File: src/rtl/sha1s_pkg.sv
// Shared constants and control types for the SHA-1 stream hasher.
package sha1s_pkg;

	localparam int ROUNDS = 80;

	localparam logic [4:0][31:0] IV = {
		32'hC3D2E1F0, 32'h10325476, 32'h98BADCFE, 32'hEFCDAB89, 32'h67452301
	};

	localparam logic [31:0] K0 = 32'h5A827999;
	localparam logic [31:0] K1 = 32'h6ED9EBA1;
	localparam logic [31:0] K2 = 32'h8F1BBCDC;
	localparam logic [31:0] K3 = 32'hCA62C1D6;

	localparam logic [7:0] PAD_BYTE = 8'h80;
	localparam logic [2:0] LAST_IDX = 3'd4;

	// sequencer -> round engine
	typedef struct packed {
		logic start;
		logic clear;
	} ctl_t;

	// round engine -> sequencer
	typedef struct packed {
		logic rnd;
		logic early;
		logic done;
	} stat_t;

endpackage

File: src/rtl/sha1s_core.sv
// SHA-1 round engine: one round per cycle, chaining value and working variables.
module sha1s_core (
	input  logic                 clk,
	input  logic                 arst_n,
	input  sha1s_pkg::ctl_t      ctl,
	input  logic [31:0]          wv,
	output sha1s_pkg::stat_t     stat,
	output logic [4:0][31:0]     chain
);

	typedef enum logic [1:0] {C_IDLE, C_ROUND, C_ADD} cstate_t;

	cstate_t          st_q;
	logic [6:0]       rnd_q;
	logic [4:0][31:0] h_q;
	logic [31:0]      a_q, b_q, c_q, d_q, e_q;
	logic [31:0]      f, k, t;

	always_comb begin
		if (rnd_q < 7'd20) begin
			f = (b_q & c_q) | (~b_q & d_q);
			k = sha1s_pkg::K0;
		end else if (rnd_q < 7'd40) begin
			f = b_q ^ c_q ^ d_q;
			k = sha1s_pkg::K1;
		end else if (rnd_q < 7'd60) begin
			f = (b_q & c_q) | (b_q & d_q) | (c_q & d_q);
			k = sha1s_pkg::K2;
		end else begin
			f = b_q ^ c_q ^ d_q;
			k = sha1s_pkg::K3;
		end
		t = {a_q[26:0], a_q[31:27]} + f + e_q + k + wv;
	end

	always_ff @(posedge clk or negedge arst_n) begin
		if (!arst_n) begin
			st_q  <= C_IDLE;
			rnd_q <= '0;
			h_q   <= sha1s_pkg::IV;
		end else begin
			unique case (st_q)
				C_IDLE: begin
					if (ctl.clear) begin
						h_q <= sha1s_pkg::IV;
					end else if (ctl.start) begin
						st_q  <= C_ROUND;
						rnd_q <= '0;
					end
				end
				C_ROUND: begin
					if (rnd_q == 7'(sha1s_pkg::ROUNDS - 1)) begin
						st_q  <= C_ADD;
						rnd_q <= '0;
					end else begin
						rnd_q <= rnd_q + 7'd1;
					end
				end
				C_ADD: begin
					h_q[0] <= h_q[0] + a_q;
					h_q[1] <= h_q[1] + b_q;
					h_q[2] <= h_q[2] + c_q;
					h_q[3] <= h_q[3] + d_q;
					h_q[4] <= h_q[4] + e_q;
					st_q   <= C_IDLE;
				end
				default: st_q <= C_IDLE;
			endcase
		end
	end

	always_ff @(posedge clk) begin
		if (st_q == C_IDLE && ctl.start) begin
			a_q <= h_q[0];
			b_q <= h_q[1];
			c_q <= h_q[2];
			d_q <= h_q[3];
			e_q <= h_q[4];
		end else if (st_q == C_ROUND) begin
			a_q <= t;
			b_q <= a_q;
			c_q <= {b_q[1:0], b_q[31:2]};
			d_q <= c_q;
			e_q <= d_q;
		end
	end

	assign stat.rnd   = (st_q == C_ROUND);
	assign stat.early = (rnd_q < 7'd16);
	assign stat.done  = (st_q == C_ADD);
	assign chain      = h_q;

endmodule

File: src/rtl/sha1_stream_hasher.sv
// SHA-1 stream hasher top level: byte packing, padding, schedule and digest output.
//
// Message words enter on msg_valid/msg_stall: data_word carries bytes first byte in
// bits 31..24, byte_count gives how many leading bytes count (values above four act
// as four), is_last closes the message. A word that does not complete a 64-byte block
// is absorbed in the cycle it is taken. A word that completes a block starts a compression
// (80 rounds, one per cycle on the shared round adder, then the chaining add); msg_stall
// stays high meanwhile, and leftover bytes are absorbed afterward. After the last word,
// padding takes one padding state plus one compression, or two of each when fewer than
// nine bytes of the block are free. Then the five digest words h0..h4 are offered on
// dig_valid/dig_stall with word_index 0..4 and last_word on the fifth. While dig_stall
// is high the current word holds; no new message word is taken until the fifth digest
// word has gone, after which the block is ready for the next message. Reset (arst_n
// low) loads the initial chaining value and clears length and position.
module sha1_stream_hasher (
	input  logic        clk,
	input  logic        arst_n,
	input  logic        msg_valid,
	output logic        msg_stall,
	input  logic [31:0] data_word,
	input  logic [2:0]  byte_count,
	input  logic        is_last,
	output logic        dig_valid,
	input  logic        dig_stall,
	output logic [31:0] digest_word,
	output logic [2:0]  word_index,
	output logic        last_word
);

	typedef enum logic [2:0] {S_IDLE, S_ABSORB, S_PAD, S_PAD2, S_COMP, S_OUT} state_t;

	state_t           state_q, ret_q;
	logic [5:0]       fill_q;
	logic [60:0]      blen_q;
	logic [2:0]       idx_q;
	logic [31:0]      pend_q;
	logic [2:0]       pcnt_q;
	logic             plast_q;
	logic [31:0]      buf_q [16];

	sha1s_pkg::ctl_t  ctl;
	sha1s_pkg::stat_t stat;
	logic [4:0][31:0] chain;

	logic             act, src_last, full, pad_fit;
	logic [31:0]      src_word, wv, mix;
	logic [2:0]       src_cnt, n;
	logic [6:0]       room;
	logic [63:0]      bits;
	logic [63:0]      wen;
	logic [7:0]       wbyte [64];
	logic [5:0]       pos, off;

	always_comb begin
		act = (state_q == S_IDLE && msg_valid) || state_q == S_ABSORB;
		if (state_q == S_IDLE) begin
			src_word = data_word;
			src_cnt  = (byte_count > 3'd4) ? 3'd4 : byte_count;
			src_last = is_last;
		end else begin
			src_word = pend_q;
			src_cnt  = pcnt_q;
			src_last = plast_q;
		end
		room    = 7'd64 - {1'b0, fill_q};
		n       = ({4'd0, src_cnt} > room) ? room[2:0] : src_cnt;
		full    = ({1'b0, fill_q} + {4'd0, n}) == 7'd64;
		pad_fit = (fill_q <= 6'd55);
		bits    = {blen_q, 3'b000};
	end

	always_comb begin
		pos = '0;
		off = '0;
		wen = '0;
		for (int j = 0; j < 16; j++) begin
			for (int b = 0; b < 4; b++) begin
				pos = 6'(4 * j + b);
				off = pos - fill_q;
				wbyte[4*j+b] = 8'h00;
				if (act) begin
					wen[4*j+b]   = (off < {3'd0, n});
					wbyte[4*j+b] = src_word[31 - 8*off[1:0] -: 8];
				end else if (state_q == S_PAD) begin
					if (pos == fill_q) begin
						wen[4*j+b]   = 1'b1;
						wbyte[4*j+b] = sha1s_pkg::PAD_BYTE;
					end else if (pos > fill_q) begin
						wen[4*j+b] = 1'b1;
						if (pad_fit && pos >= 6'd56)
							wbyte[4*j+b] = bits[63 - 8*pos[2:0] -: 8];
					end
				end else if (state_q == S_PAD2) begin
					wen[4*j+b] = 1'b1;
					if (pos >= 6'd56)
						wbyte[4*j+b] = bits[63 - 8*pos[2:0] -: 8];
				end
			end
		end
	end

	assign mix = buf_q[13] ^ buf_q[8] ^ buf_q[2] ^ buf_q[0];
	assign wv  = stat.early ? buf_q[0] : {mix[30:0], mix[31]};

	assign ctl.start = (act && full) || state_q == S_PAD || state_q == S_PAD2;
	assign ctl.clear = state_q == S_OUT && !dig_stall && idx_q == sha1s_pkg::LAST_IDX;

	always_ff @(posedge clk or negedge arst_n) begin
		if (!arst_n) begin
			state_q <= S_IDLE;
			ret_q   <= S_IDLE;
			fill_q  <= '0;
			blen_q  <= '0;
			idx_q   <= '0;
		end else begin
			unique case (state_q) inside
				S_IDLE, S_ABSORB: begin
					if (act) begin
						fill_q <= fill_q + {3'd0, n};
						blen_q <= blen_q + 61'(n);
						if (full) begin
							state_q <= S_COMP;
							if (src_cnt != n)
								ret_q <= S_ABSORB;
							else if (src_last)
								ret_q <= S_PAD;
							else
								ret_q <= S_IDLE;
						end else if (src_last) begin
							state_q <= S_PAD;
						end else begin
							state_q <= S_IDLE;
						end
					end
				end
				S_PAD: begin
					fill_q  <= '0;
					state_q <= S_COMP;
					ret_q   <= pad_fit ? S_OUT : S_PAD2;
				end
				S_PAD2: begin
					state_q <= S_COMP;
					ret_q   <= S_OUT;
				end
				S_COMP: begin
					if (stat.done)
						state_q <= ret_q;
				end
				S_OUT: begin
					if (!dig_stall) begin
						if (idx_q == sha1s_pkg::LAST_IDX) begin
							idx_q   <= '0;
							fill_q  <= '0;
							blen_q  <= '0;
							state_q <= S_IDLE;
						end else begin
							idx_q <= idx_q + 3'd1;
						end
					end
				end
				default: state_q <= S_IDLE;
			endcase
		end
	end

	always_ff @(posedge clk) begin
		if (act) begin
			pend_q  <= src_word << {n, 3'b000};
			pcnt_q  <= src_cnt - n;
			plast_q <= src_last;
		end
	end

	// block buffer doubles as the message schedule window during rounds
	always_ff @(posedge clk) begin
		if (stat.rnd) begin
			for (int i = 0; i < 15; i++)
				buf_q[i] <= buf_q[i+1];
			buf_q[15] <= wv;
		end else begin
			for (int j = 0; j < 16; j++) begin
				for (int b = 0; b < 4; b++) begin
					if (wen[4*j+b])
						buf_q[j][31 - 8*b -: 8] <= wbyte[4*j+b];
				end
			end
		end
	end

	sha1s_core u_core (
		.clk    (clk),
		.arst_n (arst_n),
		.ctl    (ctl),
		.wv     (wv),
		.stat   (stat),
		.chain  (chain)
	);

	assign msg_stall   = (state_q != S_IDLE);
	assign dig_valid   = (state_q == S_OUT);
	assign digest_word = chain[idx_q];
	assign word_index  = idx_q;
	assign last_word   = (idx_q == sha1s_pkg::LAST_IDX);

	a_done_in_comp: assert property (@(posedge clk) disable iff (!arst_n)
		stat.done |-> state_q == S_COMP)
		else $error("compression finished outside wait state");

	a_busy_stalls: assert property (@(posedge clk) disable iff (!arst_n)
		stat.rnd |-> msg_stall)
		else $error("message word taken during rounds");

	a_start_runs: assert property (@(posedge clk) disable iff (!arst_n)
		ctl.start |=> stat.rnd && state_q == S_COMP)
		else $error("compression did not start");

	a_end_clears: assert property (@(posedge clk) disable iff (!arst_n)
		(dig_valid && !dig_stall && last_word) |=> (fill_q == 6'd0 && blen_q == 61'd0
			&& !dig_valid && !msg_stall))
		else $error("state not cleared after digest");

endmodule

File: config.mk
export PLATFORM = sky130hd
export DESIGN_NAME = sha1_stream_hasher
export DESIGN_NICKNAME = d
export VERILOG_FILES = /design/src/rtl/sha1s_pkg.sv /design/src/rtl/sha1s_core.sv /design/src/rtl/sha1_stream_hasher.sv
export SDC_FILE = /design/constraint.sdc
export NUM_CORES = 2
export LEC_CHECK = 0
export ABC_AREA = 1
export BUFFER_PORTS_ARGS = -buffer_cell sky130_fd_sc_hd__clkbuf_2
export CAP_MARGIN = 20
export CORE_UTILIZATION = 30
export CTS_BUF_LIST = sky130_fd_sc_hd__clkbuf_2 sky130_fd_sc_hd__clkbuf_4 sky130_fd_sc_hd__clkbuf_8
export DETAILED_ROUTE_END_ITERATION = 12
export HOLD_SLACK_MARGIN = 0.06
export SYNTH_ARGS = -nofsm -noshare
export SYNTH_HDL_FRONTEND = slang
export SYNTH_HIERARCHICAL = 1
export SYNTH_SLANG_ARGS = --single-unit
File: constraint.sdc
create_clock -name clk -period 14.6 [get_ports clk]
set_clock_uncertainty 0.15 [all_clocks]
set_input_delay 0 -clock clk [delete_from_list [all_inputs] [get_ports clk]]
set_output_delay 0 -clock clk [all_outputs]
set_load 0.03 [all_outputs]
==> impl_metrics.py <==
metrics = {
    "detailed_routing": {
        "dr.pass1.iters": 7,
        "wire_per_inst_um": 23.43,
        "drt_iter0_markers": 6824,
        "drc": 0,
        "routed_wl_um": 272600,
        "viasPerCell": 5.271,
        "ant_nets": 0,
        "vias": 61340,
    },
    "placed_design": {
        "gp_congestion": 1.024,
        "dp.cells": 11190,
        "io_buffers": 77,
        "hpwlAfterDp_um": 208400,
        "pre_cts_slack_ns": 6.112,
    },
    "pwr": {
        "ir_drop_v": 0.00009725,
        "swShare_pct": 23.76,
        "pwr-share-clk_pct": 48.9,
        "seqPwrFrac_pct": 49.2,
        "comb_power_share_pct": 1.9,
        "internal_power_mw": 4.466,
        "p_leak_nw": 33.63,
        "total_power_mw": 5.857,
        "power_switching_mw": 1.392,
        "power_density_nw_per_um2": 79.31,
    },
    "logic_synthesis": {
        "ys_warn_count": 6,
        "ys.flop_type": "edfxtp_1",
        "syn_inst": 8483,
        "mappedNetlistArea_um2": 65590,
        "async_reset_ff_share_pct": 25.71,
        "ys_types": 72,
        "syn-num-nets": 8886,
        "synth_area_leader_cell": "edfxtp_1",
        "yosysSeqAreaShare_pct": 41.91,
        "yosysTopAreaCellShare_pct": 32.41,
        "ys_seq_elements": 953,
        "synth_edf_count": 708,
        "synthTopCellsByCount": "2624 x nand2_1, 1060 x inv_1, 708 x edfxtp_1",
        "synthTopCellsByArea": "edfxtp_1 32%, nand2_1 15%, dfrtp_1 6.3%, inv_1 6.1%, o21ai_0 5.3%",
        "post-synth-top-count-cell": "nand2_1",
        "syn_area_per_cell_um2": 7.732,
    },
    "sta": {
        "max_freq_mhz": 115.3,
        "final.setup.tns_ns": 0,
        "fin_crit_ns": 8.673,
        "holdWs_ns": 0.1827,
        "final-hold-violation-count": 0,
        "worstMarginPinSlew_ns": 1.206,
        "setup_viol": 0,
        "rsz0062_at_grt": "no",
        "post-route-period-util_pct": 59.40,
        "finalMaxSlewViolations": 0,
        "slew_headroom_pct": 18.73,
        "setup_slack_ns": 5.927,
    },
    "worst_setup_path": {
        "cpMostUsedCell": "nand2_1",
        "start_kind": "register",
        "cpMaxStageDelayCell": "nand2_8",
        "path_max_fanout": 128,
        "cp_data_required_time_ns": 15.00,
        "crit_type": "reg2reg",
        "endpoint_kind": "register",
        "arrival_ns": 9.08,
        "slowest_delay_ns": 0.89,
        "crit_chain": "buf_4 > inv_2 > ha_1 > nand2_1 > xor2_1 > nor3_1 > nand2_1 > inv_2 > nand2_4 > nand2_1 > nand2_2 > ha_1 > fa_1 > inv_1 > nor2_1 > nor2_1 > nand4_1 > nand2_1 > nand3_1 > inv_1 > nand2_8 > nand2_8 > buf_4",
    },
    "die": {
        "die_h_um": 469.6,
        "die-width_um": 469.6,
        "ioPinCount": 78,
        "core_um2": 217200,
        "initial_core_util_pct": 30.20,
        "num_rows": 171,
        "dieArea_um2": 220500,
    },
    "clock_tree": {
        "cts_root_buf": "clkbuf_8",
        "cts_buffers": 178,
        "cts_tree": "built",
        "clkSlewWorstSetupHoldPaths_ns": 0.06,
        "cts_max_level": 4,
        "cts.sinks": 953,
        "clkLatencyLatePin_ns": 0.97,
        "clockBufferDepth": 3,
    },
    "status": {
        "status": "finished clean",
    },
    "final_layout": {
        "layout-drive-gt1-share_pct": 8.009,
        "instances_no_fill": 11640,
        "syn2layout_area_growth_pct": 12.60,
        "fin_nets": 9032,
        "fill_cells": 22840,
    },
    "global_routing": {
        "grt_pass1_wl_um": 395200,
        "grt_pass1_vias": 58580,
        "antenna_found_initial": 8,
        "grt_overflow": 0,
        "grt_start_max_net_pins": 209,
        "grt_usage_pct": 24.09,
    },
    "run": {
        "maxCapViolCount": 0,
    },
    "worst_hold_path": {
        "worstHoldPathType": "in2async",
    },
}
## cell usage in the layout (no fill, tap or decap), types with 39 or more instances in the layout
master         synthesis  routed
o22ai_1               62      62
nor3_1                93      92
a21oi_1              498     498
xor2_1                74      74
dfstp_2               80      80
ha_1                 235     235
clkbuf_2               0      76
xnor2_1              113     113
edfxtp_1             708     708
nand2_1             2624    2624
buf_4                 12      73
mux2_2                39      39
o21ai_1               55      55
fa_1                 128     128
inv_1               1060    1059
a31oi_1               51      51
dlygate4sd3_1          0     109
clkbuf_8               0     207
dfrtp_1              165     164
nor2_1               603     603
nand3_1              392     392
o21ai_0              699     698
clkbuf_4               0      59
nand4_1               91      91
## routing by layer
metal,vias up,share of wire (%),GRT usage (%)
li1,28310,-,-
met3,621,8.1,4.220
met4,2,6.5,14.43
met1,29500,41,30.82
met2,2912,45,37.93
met5,-,0.0037,0
## cells by family after synthesis
family	count (synthesis)	share of synthesized area (%)
AO/OA/AOI/OAI	1562	13.13
adder cells (fa/ha/maj)	363	8.390
AND/OR/NAND/NOR	3977	24.96
multiplexers	50	0.8374
flip-flops	953	41.91
buffers and inverters	1391	8.266
XOR/XNOR	187	2.497
## power by group through the flow
stage	clock, mW	sequential, mW	combinational (mW)
2_1_floorplan	0	2.94	0.0351
3_3_place_gp	0	2.94	0.0917
3_5_place_dp	0	2.94	0.0917
4_1_cts	2.91	2.88	0.107
5_1_grt	3.02	2.88	0.114
6_report	2.86	2.88	0.110
## stage by stage
stage | instance area [um2] | util [%]
after global routing | 73850 | 34.01
after CTS | 73830 | 34.00
final | 73850 | 34.01
after global placement | 68860 | 31.71
after floorplan | 65590 | -
after detailed placement | 68860 | 31.71
## cell type report
class,count,area (um2),share of cell area [%]
tap,2854,3571,4.835
clock inverter,63,560.5,0.7590
inverter,1096,4125,5.586
timing repair buffer,261,2082,2.819
clock buffer,266,3292,4.457
antenna,4,10.01,0.01355
multi-input combinational,6139,32720,44.30
sequential,953,27490,37.23
## state kept, by name (all words and copies together), names as in the netlist, 6 cells and up
register,count
u_core/c_q,32
u_core/a_q,32
u_core/chain,160
fill_q,6
blen_q,61
u_core/b_q,32
pend_q,32
u_core/e_q,32
u_core/d_q,32
buf_q,512
u_core/rnd_q,7
## worst paths after layout
path,start,to,slack [ns],cells after the start
max,fill_q[0]$_DFFE_PN0P_,u_core/a_q[28]$_DFFE_PP_,5.93,23
min,arst_n,u_core/chain[65]$_DFFE_PN1P_,0.18,3
max reg2reg,fill_q[0]$_DFFE_PN0P_,u_core/a_q[28]$_DFFE_PP_,5.93,23
min reg2reg,buf_q[1][156]$_DFFE_PP_,buf_q[1][124]$_DFFE_PP_,0.36,2
max in group asynchronous,arst_n,fill_q[5]$_DFFE_PN0P_,12.45,5
min in group clk,byte_count[0],pcnt_q[0]$_DFFE_PN_,0.19,7
## repair_timing
item	4_1_cts	5_1_grt
endpoints found under the setup margin	0	0
endpoints found under the hold margin	406	0
resized for setup	0	0
setup buffers	0	0
hold buffers	110	0
## critical path: cells and delay by family, from the launching register on
kind / cells / cell delay [ns]
and+or+nand+nor: 13 / 3.57
buffers and inverters: 6 / 2.32
adders and majority gates: 3 / 1.44
DFF: 1 / 0.35
xor gates and xnor gates: 1 / 0.22
Power figures use the tool's default switching activity.
